--- src/design/gme_pkg.sv ---
// ----------------------------------------------------------------------------
// gme_pkg: shared types and constants of the gradient magnitude edge map
// Holds the size limits, arithmetic constants and the control/status structs
// that pass between the controller and the datapath.
// ----------------------------------------------------------------------------
package gme_pkg;

    // Default frame limits for the top-level parameters
    localparam int MAX_WIDTH_DEF  = 1024;
    localparam int MAX_HEIGHT_DEF = 1024;

    // Width of a clamped frame dimension (covers 11-bit registers and 8192)
    localparam int SIZE_W = 14;
    // Width of a configuration register field
    localparam int CFG_W = 11;
    // Reset frame size
    localparam logic [CFG_W-1:0] WIDTH_RESET  = 11'd640;
    localparam logic [CFG_W-1:0] HEIGHT_RESET = 11'd480;

    // Pixel intensity: sum of three 8-bit channels
    localparam int CHAN_W = 8;
    localparam int INTEN_W = 10;
    // Signed difference of two intensities
    localparam int DIFF_W = INTEN_W + 1;
    // Sum of two squared differences
    localparam int SQ_W = 21;
    // Square root result width and iteration count
    localparam int ROOT_W = 11;
    localparam int ROOT_STEPS = 11;
    localparam int STEP_W = 4;

    // Division by three as multiply by reciprocal: floor(v / 3) = (v * 43691) >> 17
    localparam int RECIP_W = 17;
    localparam logic [RECIP_W-1:0] RECIP_THIRD = 17'd43691;
    localparam int RECIP_SHIFT = 17;
    localparam int PROD_W = ROOT_W + RECIP_W;

    // Output level
    localparam int LEVEL_W = 8;
    localparam logic [LEVEL_W-1:0] LEVEL_MAX = 8'd255;

    // Configuration port
    localparam int APB_DATA_W = 32;
    localparam int APB_ADDR_W = 3;
    localparam logic REG_WIDTH  = 1'b0;
    localparam logic REG_HEIGHT = 1'b1;

    // Clamped frame size
    typedef struct packed {
        logic [SIZE_W-1:0] width;
        logic [SIZE_W-1:0] height;
    } gme_size_t;

    // Commands from controller to datapath
    typedef struct packed {
        logic capture;
        logic diff;
        logic square;
        logic root_step;
        logic scale;
        logic emit_edge;
        logic emit_zero;
    } gme_cmd_t;

    // Status from datapath to controller
    typedef struct packed {
        logic has_edge;
        logic has_zero;
        logic root_last;
        logic out_busy;
    } gme_status_t;

endpackage

--- src/design/gme_ctrl.sv ---
// ----------------------------------------------------------------------------
// gme_ctrl: pixel sequencer
// Steps each accepted pixel through line read, difference and, for an edge
// pixel, square, root iteration and scaling, and up to two output transfers.
// ----------------------------------------------------------------------------
module gme_ctrl (
    input  logic                  clk,
    input  logic                  rst_n,
    input  logic                  in_valid,
    output logic                  in_ready,
    input  gme_pkg::gme_status_t  status,
    output gme_pkg::gme_cmd_t     cmd
);

    typedef enum logic [6:0] {
        ST_IDLE      = 7'b0000001,
        ST_DIFF      = 7'b0000010,
        ST_SQUARE    = 7'b0000100,
        ST_ROOT      = 7'b0001000,
        ST_SCALE     = 7'b0010000,
        ST_EMIT_EDGE = 7'b0100000,
        ST_EMIT_ZERO = 7'b1000000
    } gme_state_t;

    gme_state_t state_reg;
    gme_state_t state_next;

    // Advance the state
    always_ff @(posedge clk or negedge rst_n)
    begin
        if (!rst_n)
            state_reg <= ST_IDLE;
        else
            state_reg <= state_next;
    end

    // Decode next state and commands
    always_comb
    begin
        state_next = state_reg;
        cmd        = '0;
        in_ready   = 1'b0;
        unique case (state_reg)
            ST_IDLE:
            begin
                in_ready    = 1'b1;
                cmd.capture = in_valid;
                if (in_valid)
                    state_next = ST_DIFF;
            end
            ST_DIFF:
            begin
                cmd.diff = 1'b1;
                if (status.has_edge)
                    state_next = ST_SQUARE;
                else if (status.has_zero)
                    state_next = ST_EMIT_ZERO;
                else
                    state_next = ST_IDLE;
            end
            ST_SQUARE:
            begin
                cmd.square = 1'b1;
                state_next = ST_ROOT;
            end
            ST_ROOT:
            begin
                cmd.root_step = 1'b1;
                if (status.root_last)
                    state_next = ST_SCALE;
            end
            ST_SCALE:
            begin
                cmd.scale  = 1'b1;
                state_next = ST_EMIT_EDGE;
            end
            ST_EMIT_EDGE:
            begin
                if (!status.out_busy)
                begin
                    cmd.emit_edge = 1'b1;
                    state_next    = status.has_zero ? ST_EMIT_ZERO : ST_IDLE;
                end
            end
            ST_EMIT_ZERO:
            begin
                if (!status.out_busy)
                begin
                    cmd.emit_zero = 1'b1;
                    state_next    = ST_IDLE;
                end
            end
            default:
            begin
                state_next = ST_IDLE;
            end
        endcase
    end

endmodule

--- config.mk ---
export PLATFORM = sky130hd
export DESIGN_NAME = gme_ctrl
export DESIGN_NICKNAME = d
export VERILOG_FILES = /design/src/design/gme_pkg.sv /design/src/design/gme_ctrl.sv
export SDC_FILE = /design/constraint.sdc
export NUM_CORES = 1
export LEC_CHECK = 0
export BUFFER_PORTS_ARGS = -buffer_cell sky130_fd_sc_hd__buf_2
export CORE_AREA = 2 2 39 41
export DETAILED_ROUTE_END_ITERATION = 10
export DIE_AREA = 0 0 41 43
export PLACE_DENSITY = 0.66
export SYNTH_ARGS = -nofsm -noshare
export SYNTH_HDL_FRONTEND = slang
export SYNTH_SLANG_ARGS = --single-unit
--- constraint.sdc ---
create_clock -name clk -period 1.8 [get_ports clk]
set_input_delay 0.27 -clock clk [delete_from_list [all_inputs] [get_ports clk]]
set_output_delay 0.27 -clock clk [all_outputs]
set_load 0.01 [all_outputs]
=== Word-level counts from Yosys, hierarchy flattened ===
Index checks and enable logic that the tools add are counted.

* Bits in registers: 7
* Input bits: 7
* Output and inout port bits: 8
* Word-level logic and storage cells: 29

* Eq/ne operators: 11
* Muxes and demuxes: 16
* Reductions and logical operators: 1

{| class="wikitable"
|+ Operators with widths
! kind !! count
|-
| case mux 7 bit (7 select lines) || 1
|-
| two-way mux 7 bit || 6
|-
| two-way mux 1 bit || 9
|-
| inequality test 2 bit (second input constant) || 4
|-
| == test 7 x 1 -> 1 bit (second input constant) || 1
|-
| == test 7 x 2 -> 1 bit (second input constant) || 1
|-
| == test 7 x 3 -> 1 bit (second input constant) || 1
|-
| == test 7 x 4 -> 1 bit (second input constant) || 1
|-
| == test 7 x 5 -> 1 bit (second input constant) || 1
|-
| == test 7 x 6 -> 1 bit (second input constant) || 1
|-
| == test 7 bit (second input constant) || 1
|-
| AND reduction 4 bit || 1
|}

=== Logic depth before layout (Yosys ltp) ===
* Depth in word-level cells: 3
* Gate-level depth with buffers: 5
* Mapped depth without buffers: 4

=== Worst setup path before layout ===
No wires, ideal clock.

* Path type: register -> output
* From: register state_reg[2]
* To: output port cmd[2] (netlist name)
* Arrival: 1.282 ns
* Required time: 1.530 ns
* Slack: 0.248 ns
* Cell stages (with the launch flop): 4
* Buffers on the path: 0
* Path through: dfrtp_1 -> nor3_4 -> nand2b_1 -> nor4b_1

{| class="wikitable"
|+ RTL lines
! item !! RTL line !! text
|-
| start: declaration || gme_ctrl.sv:25 || <nowiki>gme_state_t state_reg;</nowiki>
|-
| start signal: assignment || gme_ctrl.sv:34 || <nowiki>state_reg <= state_next;</nowiki>
|-
| end: declaration || gme_ctrl.sv:12 || <nowiki>output gme_pkg::gme_cmd_t cmd</nowiki>
|}

==> flow_summary.yaml <==
status:
  status: "finished clean"
timing:
  fmax_mhz: 580
  grt_setup_unrepaired: "yes"
  slew-limit-headroom_pct: 79.6
  skew_ns: 0.000443
  maxSlewViolCount: 0
  hold_viol_final: 0
  period_needed_ns: 1.72
  worst-slew-pin-transition_ns: 0.306
  setup_viol: 0
  fin_crit_sh_pct: 95.8
  fin_tns_setup_ns: 0
setup_path:
  path_max_fanout: 7
  cp_slowest_cell: "dfrtp_2"
  worstSetupPathType: "register to primary output"
  worst-path-buf-inv: 1
  startpoint: "state_reg[2]$_DFFE_PN0P_"
  endpoint_kind: "primary output"
  required_ns: 1.53
  rr_startpoint: "state_reg[4]$_DFFE_PN0P_"
  crit_family: "simple AND/OR/NAND/NOR gates"
  worstSetupStartpointType: "register"
  path_cells: "nor3_4, nand2b_1, nor4b_2, buf_2"
  crit_arrival_ns: 1.45
  slowest_delay_ns: 0.47
final_layout:
  finalNonFillerCells: 91
  area_delta_synth_final_pct: 24.2
  antenna_cells: 0
  final_nets: 83
  largest_reg_flops: 7
  drive_above_1_share_pct: 45.3
drt:
  drc: 0
  drt-total-wl_um: 1130
  drt_first_iter_violations: 0
  wl_per_cell_um: 12.4
  vias: 479
  dr.pass1.iters: 1
  postRouteAntennaNets: 0
  viasPerCell: 5.26
yosys:
  synthFlopType: "dfrtp_1"
  yosysUniqueCellTypes: 34
  synth_nets: 63
  async_flop_share_pct: 100
  seq_area_frac_synth_pct: 31.9
  synth_edf_count: 0
  syn_avg_cell_area_um2: 9.88
  yosys_warnings: 0
  netlist_instances: 56
  syn_area_um2: 553
  synth-seq-cells: 7
power:
  p_leak_nw: 0.307
  ir_worst_vdd_uv: 529
  pwr_density_cell_nw_per_um2: 947
die:
  io_pins: 15
  core-area_um2: 1380
  die_area_um2: 1760
  dieHeight_um: 43
  rows: 14
  fp.dieW_um: 41
  start_util_pct: 40.0
flow_run:
  cap_violations: 0
worst_hold_path:
  holdCritStartpoint: "status[3]"
  min_path_type: "input port to register"
grt:
  grt_max_degree: 11
  grt_pass1_wl_um: 1830
  antenna_found_initial: 0
  grt.total_usage_pct: 15.7
  grt-ovfl-total: 0
  grt_pass1_vias: 446
place:
  io_buffers: 14
  placedCellCount: 84
  gp_congestion: 0.796
  hpwl_um: 857
clock_network:
  cts_buffers: 3
  clk_pin_slew_worst_paths_ns: 0.05
  clock_path_buffers: 2
  cts.sinks: 7
  cts_root_buf: "clkbuf_4"
  worst_skew_pair.late_latency_ns: 0.26
  cts_max_level: 1
  cts_tree: "yes"
final timing paths:
path,end,slack (ns),cells past startpoint
max in group asynchronous,state_reg[0]$_DFFE_PN1P_,1.19,2
worst max-delay path,cmd[2],0.08,4
worst min register to register,state_reg[1]$_DFFE_PN0P_,0.59,1
worst min-delay path,state_reg[2]$_DFFE_PN0P_,0.25,2
worst max register to register,state_reg[6]$_DFFE_PN0P_,0.32,5
min in group asynchronous,state_reg[1]$_DFFE_PN0P_,0.38,2
area by class of cell:
cell class / count / area, um2
Clock buffer: 4 / 26.3
Timing Repair Buffer: 18 / 103
Inverter: 1 / 3.75
Fill cell: 131 / 697
Sequential cell: 7 / 179
Tap cell: 16 / 20.0
Multi-Input combinational cell: 45 / 355
report_power, final:
part,internal [mW],switching [mW],leakage (nW)
Clock,0.0850,0.0639,0.0150
Combinational,0.141,0.132,0.203
Sequential,0.184,0.0437,0.0897
Total,0.410,0.240,0.307
per-stage QoR:
step	hold slack [ns]	setup slack, ns	total power, mW	area (um2)	utilization, %
CTS	0.247	0.0481	0.657	673	48.6
global placement	0.121	0.238	0.483	627	45.3
detailed placement	0.119	0.230	0.485	627	45.3
global route	0.258	-0.0615	0.694	687	49.6
finish	0.245	0.0764	0.650	687	49.6
floorplan	-0.0256	0.248	0.416	553	-
Yosys cell counts, drive strengths merged (2+ instances only):
master  count  area, um2
nor2        8       30.0
dfrtp       6        150
nor3        6       63.8
nand2       5       21.3
a21oi       2       13.8
and4        2       20.0
buf         2       18.8
mux2i       2       20.0
nand2b      2       12.5
nand3b      2       18.8
or3b        2       17.5
xor2        2       17.5
placed cells by master, fill, tap and decap left out, drive strengths merged, types with 2 or more instances in the layout:
cell,Yosys,routed
a21oi,2,2
and4,2,2
buf,2,17
clkbuf,1,4
dfrtp,6,6
mux2i,2,2
nand2,5,5
nand2b,2,2
nand3b,2,2
nor2,8,8
nor3,6,6
or3b,2,2
xor2,2,2
cell families (layout without fill, tap and decap cells):
logic type      count (synthesis)  after routing  synth area share [%]
flops                           7              7                  31.9
mux                             2              2                  3.62
compound gates                  7              7                  12.7
xor+xnor                        3              3                  4.75
simple gates                   33             33                  42.1
buf+inv                         4             23                  4.98
repair_timing:
| action | CTS | global route |
|---|---|---|
| setup buffers | 1 | 1 |
| endpoints found under the hold margin | 6 | 0 |
| resized for setup | 2 | 1 |
| pin swaps | 1 | 1 |
| endpoints found under the setup margin | 2 | 2 |
| gates cloned | 0 | 0 |
| hold buffers | 1 | 0 |
routing by layer:
layer	routed length (um)	share of wire [%]	track usage (%)
met2	588	52	23.1
met4	12	1.1	8.00
met1	488	43	20.8
met5	0	0	0
met3	35	3.1	3.14
Power figures use the tool's default switching activity.
