### src/design/gme_pkg.sv
// ----------------------------------------------------------------------------
// gme_pkg: shared types and constants of the gradient magnitude edge map
// Holds the size limits, arithmetic constants and the control/status structs
// that pass between the controller and the datapath.
// ----------------------------------------------------------------------------
package gme_pkg;

    // Default frame limits for the top-level parameters
    localparam int MAX_WIDTH_DEF  = 1024;
    localparam int MAX_HEIGHT_DEF = 1024;

    // Width of a clamped frame dimension (covers 11-bit registers and 8192)
    localparam int SIZE_W = 14;
    // Width of a configuration register field
    localparam int CFG_W = 11;
    // Reset frame size
    localparam logic [CFG_W-1:0] WIDTH_RESET  = 11'd640;
    localparam logic [CFG_W-1:0] HEIGHT_RESET = 11'd480;

    // Pixel intensity: sum of three 8-bit channels
    localparam int CHAN_W = 8;
    localparam int INTEN_W = 10;
    // Signed difference of two intensities
    localparam int DIFF_W = INTEN_W + 1;
    // Sum of two squared differences
    localparam int SQ_W = 21;
    // Square root result width and iteration count
    localparam int ROOT_W = 11;
    localparam int ROOT_STEPS = 11;
    localparam int STEP_W = 4;

    // Division by three as multiply by reciprocal: floor(v / 3) = (v * 43691) >> 17
    localparam int RECIP_W = 17;
    localparam logic [RECIP_W-1:0] RECIP_THIRD = 17'd43691;
    localparam int RECIP_SHIFT = 17;
    localparam int PROD_W = ROOT_W + RECIP_W;

    // Output level
    localparam int LEVEL_W = 8;
    localparam logic [LEVEL_W-1:0] LEVEL_MAX = 8'd255;

    // Configuration port
    localparam int APB_DATA_W = 32;
    localparam int APB_ADDR_W = 3;
    localparam logic REG_WIDTH  = 1'b0;
    localparam logic REG_HEIGHT = 1'b1;

    // Clamped frame size
    typedef struct packed {
        logic [SIZE_W-1:0] width;
        logic [SIZE_W-1:0] height;
    } gme_size_t;

    // Commands from controller to datapath
    typedef struct packed {
        logic capture;
        logic diff;
        logic square;
        logic root_step;
        logic scale;
        logic emit_edge;
        logic emit_zero;
    } gme_cmd_t;

    // Status from datapath to controller
    typedef struct packed {
        logic has_edge;
        logic has_zero;
        logic root_last;
        logic out_busy;
    } gme_status_t;

endpackage

### src/design/gme_regs.sv
// ----------------------------------------------------------------------------
// gme_regs: configuration registers
// APB-style write/read of the frame width and height, and clamping of both
// to the range the datapath supports.
// ----------------------------------------------------------------------------
module gme_regs #(
    parameter int MAX_WIDTH  = gme_pkg::MAX_WIDTH_DEF,
    parameter int MAX_HEIGHT = gme_pkg::MAX_HEIGHT_DEF
) (
    input  logic                              clk,
    input  logic                              rst_n,
    input  logic                              psel,
    input  logic                              penable,
    input  logic                              pwrite,
    input  logic [gme_pkg::APB_ADDR_W-1:0]    paddr,
    input  logic [gme_pkg::APB_DATA_W-1:0]    pwdata,
    output logic [gme_pkg::APB_DATA_W-1:0]    prdata,
    output logic                              pready,
    output gme_pkg::gme_size_t                size
);

    localparam logic [gme_pkg::SIZE_W-1:0] MIN_SIZE = gme_pkg::SIZE_W'(2);
    localparam logic [gme_pkg::SIZE_W-1:0] MAX_W    = gme_pkg::SIZE_W'(MAX_WIDTH);
    localparam logic [gme_pkg::SIZE_W-1:0] MAX_H    = gme_pkg::SIZE_W'(MAX_HEIGHT);

    logic [gme_pkg::CFG_W-1:0]  width_reg;
    logic [gme_pkg::CFG_W-1:0]  height_reg;
    logic [gme_pkg::SIZE_W-1:0] width_ext;
    logic [gme_pkg::SIZE_W-1:0] height_ext;
    logic                       reg_sel;
    logic                       wr_en;

    assign reg_sel = paddr[2];
    assign wr_en   = psel && penable && pwrite && pready;
    assign pready  = 1'b1;

    // Write the addressed register
    always_ff @(posedge clk or negedge rst_n)
    begin
        if (!rst_n)
        begin
            width_reg  <= gme_pkg::WIDTH_RESET;
            height_reg <= gme_pkg::HEIGHT_RESET;
        end
        else if (wr_en)
        begin
            unique case (reg_sel)
                gme_pkg::REG_WIDTH:  width_reg  <= pwdata[gme_pkg::CFG_W-1:0];
                gme_pkg::REG_HEIGHT: height_reg <= pwdata[gme_pkg::CFG_W-1:0];
                default:             width_reg  <= width_reg;
            endcase
        end
    end

    // Read back the addressed register
    always_comb
    begin
        unique case (reg_sel)
            gme_pkg::REG_WIDTH:  prdata = gme_pkg::APB_DATA_W'(width_reg);
            gme_pkg::REG_HEIGHT: prdata = gme_pkg::APB_DATA_W'(height_reg);
            default:             prdata = '0;
        endcase
    end

    // Clamp the size to [2, maximum]
    assign width_ext  = gme_pkg::SIZE_W'(width_reg);
    assign height_ext = gme_pkg::SIZE_W'(height_reg);

    always_comb
    begin
        if (width_ext < MIN_SIZE)
            size.width = MIN_SIZE;
        else if (width_ext > MAX_W)
            size.width = MAX_W;
        else
            size.width = width_ext;

        if (height_ext < MIN_SIZE)
            size.height = MIN_SIZE;
        else if (height_ext > MAX_H)
            size.height = MAX_H;
        else
            size.height = height_ext;
    end

endmodule

### config.mk
export PLATFORM = sky130hd
export DESIGN_NAME = gme_regs
export DESIGN_NICKNAME = d
export VERILOG_FILES = /design/src/design/gme_pkg.sv /design/src/design/gme_regs.sv
export SDC_FILE = /design/constraint.sdc
export NUM_CORES = 1
export LEC_CHECK = 0
export ABC_AREA = 1
export BUFFER_PORTS_ARGS = -buffer_cell sky130_fd_sc_hd__buf_4
export CAP_MARGIN = 20
export CELL_PAD_IN_SITES_DETAIL_PLACEMENT = 1
export CELL_PAD_IN_SITES_GLOBAL_PLACEMENT = 2
export CORE_MARGIN = 8
export CORE_UTILIZATION = 20
export DETAILED_ROUTE_END_ITERATION = 16
export HOLD_SLACK_MARGIN = 0.02
export PLACE_DENSITY_LB_ADDON = 0.2
export SYNTH_ARGS = -nofsm -noshare
export SYNTH_HDL_FRONTEND = slang
export SYNTH_SLANG_ARGS = --single-unit
### constraint.sdc
create_clock -name clk -period 1.5 [get_ports clk]
set_clock_uncertainty 0.1 [all_clocks]
set_input_delay 0.15 -clock clk [delete_from_list [all_inputs] [get_ports clk]]
set_output_delay 0.15 -clock clk [all_outputs]
set_load 0.005 [all_outputs]
## Word-level counts from Yosys, hierarchy flattened

Cells that the tools add are included.

- RAM bits: 0
- Bits in latches: 0
- Memories kept: 0
- Input bits: 40
- Word-level logic and storage cells: 16
- Register bits after elaboration: 22
- Output and inout bits: 61
- Bits in read-only memories: 0

- Multiply operators: 0
- Div/mod/pow operators: 0
- $add $sub $neg: 0
- Bitwise logic cells: 1
- Multiplexer cells: 5
- Shift-type cells: 0
- Equality and inequality tests: 0
- Magnitude comparators: 4
- Reductions and logical operators: 4

Operators with widths:

| operator | number |
|---|---|
| case mux 32 bit (2 select lines) | 1 |
| two-way mux 11 bit | 4 |
| greater-than comparator 11 bit (second input constant) | 2 |
| < comparator 11 x 2 -> 1 bit (second input constant) | 2 |
| AND reduction 2 bit | 2 |
| logical AND 1 bit | 2 |
| inverter 1 bit | 1 |

## Logic depth before layout (Yosys ltp)

- Depth after elaboration: 3
- Mapped depth: 7

## Worst setup path before layout

Ideal clock, no wire load.

- Path kind: register to output
- Start: register height_reg[1] in the netlist's numbering
- End: output size[1] in the netlist's numbering
- Buffers on the path: 0
- Required time: 1.250 ns
- Arrival: 0.997 ns
- Stages on the path, launching flop included: 8
- Setup slack: 0.253 ns
- Path through: dfrtp_1 -> nor2_1 -> nand2_1 -> nor2_1 -> nand2_2 -> nand2_2 -> nand2_1 -> nand2_1

RTL lines:

| item | RTL line | text |
|---|---|---|
| start, declared | gme_regs.sv:27 | `logic [gme_pkg::CFG_W-1:0] height_reg;` |
| start signal, assigned | gme_regs.sv:43 | `height_reg <= gme_pkg::HEIGHT_RESET;` |
| start signal, assigned | gme_regs.sv:49 | `gme_pkg::REG_HEIGHT: height_reg <= pwdata[gme_pkg::CFG_W-1:0];` |
| end, declared | gme_regs.sv:19 | `output gme_pkg::gme_size_t size` |

==> impl_results.md <==
- Count of input and output buffers: 49
- Final Total Pwr: 0.00234 W
- Max-Cap Viols: 0
- Peak supply drop: 0.000327 V
- Post-route worst setup slack: -0.188 ns
- CP cell instances: nor2_4 -> nand2_2 -> nor2_4 -> nand2_4 -> a21oi_2 -> buf_4
- Final weighted congestion of routability-driven global placement: 0.706
- Worst path arrival time: 1.44 ns
- Vias per cell: 3.88
- Maximum number of buffers from clock root to sink: 2
- Number of global-route vias before repair: 1525
- Diode insertion count for antenna repair: 0
- First-pass GRT wire length: 7.91 mm
- Min-Delay Startpoint: pwdata[5]
- Count of final setup violators: 19
- Total count of max-transition violations in the final report: 0
- Sum of routed wire length over all layers: 5.08 mm
- Worst hold-check path type: in -> reg
- DRC violation total after the first TritonRoute iteration: 38
- Slowest Stage Delay on Critical Path: 0.41 ns
- Maximum operating frequency: 592 MHz
- Result of the run: finished with violations
- CP max-delay cell: dfrtp_1
- Number of instances in the synthesized netlist: 206
- Yosys warning total: 0
- Util after Layout: 30.6%
- Clock Root Buffer: clkbuf_8
- Standard-cell row count: 31
- Final worst-path cycle share: 113%
- Htree depth: 1
- Number of hold-slack violations in the final timing report: 0
- Leakage Power: 1.14 nW
- Worst path buffer plus inverter count: 1
- Layout cells sized above 1: 43.5%
- Worst-case setup slack after placement: 0.000501 ns
- Horizontal die dimension: 101 um
- Maximum number of pins on one net before global-route repair: 23
- Kind of cell adding the most delay to the critical path: simple AND/OR/NAND/NOR gates
- Area of the die: 10300 um2
- Post-synthesis sequential element count: 22
- Post-route DRC: 0
- WL/cell: 13.7 um
- Most common cell type on the critical path: nor2_4
- Clock sink total: 22
- Via count: 1436
- Filler Cells Inserted: 914
- Setup crit end kind: primary output
- Mean instance size in the synthesized netlist: 7.06 um2
- Height of the die: 101 um
- Initial antenna violation count: 0
- Number of distinct standard cells referenced by the synthesized netlist: 19
- Crit start category: register
- Cell area after synthesis: 1450 um2
- Largest fanout on the critical path: 5
- Setup Crit Path Kind: reg -> out
- Final Critical Period: 1.69 ns
- Count of nets left with antenna violations after detail routing: 0
- CP startpoint: width_reg[5]$_DFFE_PN0P_
- Required time worst endpoint: 1.25 ns
- Total congestion overflow: 0
- Power Dens Cells: 1070 nW/um2
- R2r startpoint: height_reg[4]$_DFFE_PN0P_
- Number of buffers created by CTS: 3
- Final layout net count: 312
- Violated checks: negative setup slack
- Clock latency on the worst-skew pair: 0.26 ns
- Syn-to-layout area delta: 50.3%
- RSZ-0062 raised after global routing: yes
- I/O pin total: 101
- Area of the core: 7140 um2
- Dpl hpwl: 4.05 mm
- Sequential fraction of the synthesis area: 38.4%
- Effective utilization at floorplan: 20.4%
- TritonCTS clock tree: built
- Accumulated negative setup slack: -2.73 ns
- Register clock-pin slew on the reported worst setup and hold paths: 0.08 ns
- GRT Total Usage: 10.0%
- Number of detailed-routing iterations run before antenna repair: 4
==> synthesized netlist by cell type (all sizes together) <==
cell type | instances | area (um2)
nand2 | 56 | 218
buf | 31 | 224
o21ai | 31 | 155
inv | 23 | 86.3
dfrtp | 16 | 400
nor2 | 12 | 45.0
a21oi | 10 | 50.1
a21boi | 7 | 56.3
clkbuf | 7 | 26.3
dfstp | 6 | 158
conb | 2 | 7.51
nor3 | 2 | 10.0
and3 | 1 | 6.26
nand3 | 1 | 5.00
nand4 | 1 | 6.26
==> cell type report <==
type                            count  area [um2]  share of cell area [%]
Multi-Input combinational cell    150         800                    36.6
Timing Repair Buffer               72         572                    26.2
Sequential cell                    22         559                    25.6
Tap cell                           99         124                    5.67
Inverter                           23        86.3                    3.95
Clock buffer                        4        45.0                    2.06
==> logic make-up (layout without fill, tap and decap cells) <==
group | after synthesis | in the layout | synth area share [%]
compound gates | 48 | 48 | 18.0
simple gates | 73 | 74 | 20.0
flops | 22 | 22 | 38.4
other cells | 2 | 28 | 0.517
buf+inv | 61 | 99 | 23.1
==> tightest hold or removal path, stage by stage <==
cell and delay (ns):
buf_4 0.11, inv_1 0.05, o21ai_0 0.09
==> cells in the final DEF, fill, tap and decap left out, types with 2 or more instances in the layout <==
master	count
buf_4	68
o21ai_1	2
a21oi_2	9
nor2_1	4
nor2_4	4
dfrtp_1	15
o21ai_2	2
o21ai_0	27
inv_1	20
inv_2	3
nand2_4	3
a21boi_2	6
nor2_2	4
conb_1	28
nand2_2	5
buf_12	2
clkbuf_8	3
nand2_1	49
dfstp_2	6
==> report_power, final <==
part	internal (W)	switching (W)
Clock	0.000190	0.000195
Sequential	0.000728	0.000109
Combinational	0.000570	0.000546
==> metrics by stage <==
| stage | instances | instance area, um2 | hold slack [ns] |
|---|---|---|---|
| 6_report | 370 | 2190 | 0.0383 |
| 5_1_grt | 370 | 2190 | 0.0404 |
| 4_1_cts | 368 | 2110 | 0.0282 |
| 3_5_place_dp | 361 | 1960 | -0.0347 |
| 3_3_place_gp | 361 | 1960 | -0.0381 |
| 2_1_floorplan | 232 | 1550 | -0.246 |
==> routing by layer <==
layer,track usage [%],vias to the layer above,share of wire (%)
li1,-,716,-
met3,2.54,5,5.3
met4,2.75,0,1.1
met5,0,-,0
met1,11.2,680,40
met2,18.2,35,54
==> final timing paths <==
kind / cells after the start / slack, ns / to
min: 3 / 0.04 / height_reg[5]$_DFFE_PN1P_
min in group asynchronous: 2 / 0.21 / width_reg[4]$_DFFE_PN0P_
max in group asynchronous: 2 / 0.80 / width_reg[7]$_DFFE_PN1P_
min reg2reg: 2 / 0.42 / height_reg[7]$_DFFE_PN1P_
max reg2reg: 4 / 0.48 / height_reg[4]$_DFFE_PN0P_
max: 6 / -0.19 / size[22]
==> timing repair <==
action                     in CTS  in global routing
hold endpoints to repair       22                  0
gates cloned                    1                  0
pin swaps                       6                  8
setup buffers                   1                  3
hold buffers                    1                  0
setup endpoints to repair      21                 24
resized for setup              27                 20
Note: power is estimated with default switching activity, not from simulation.
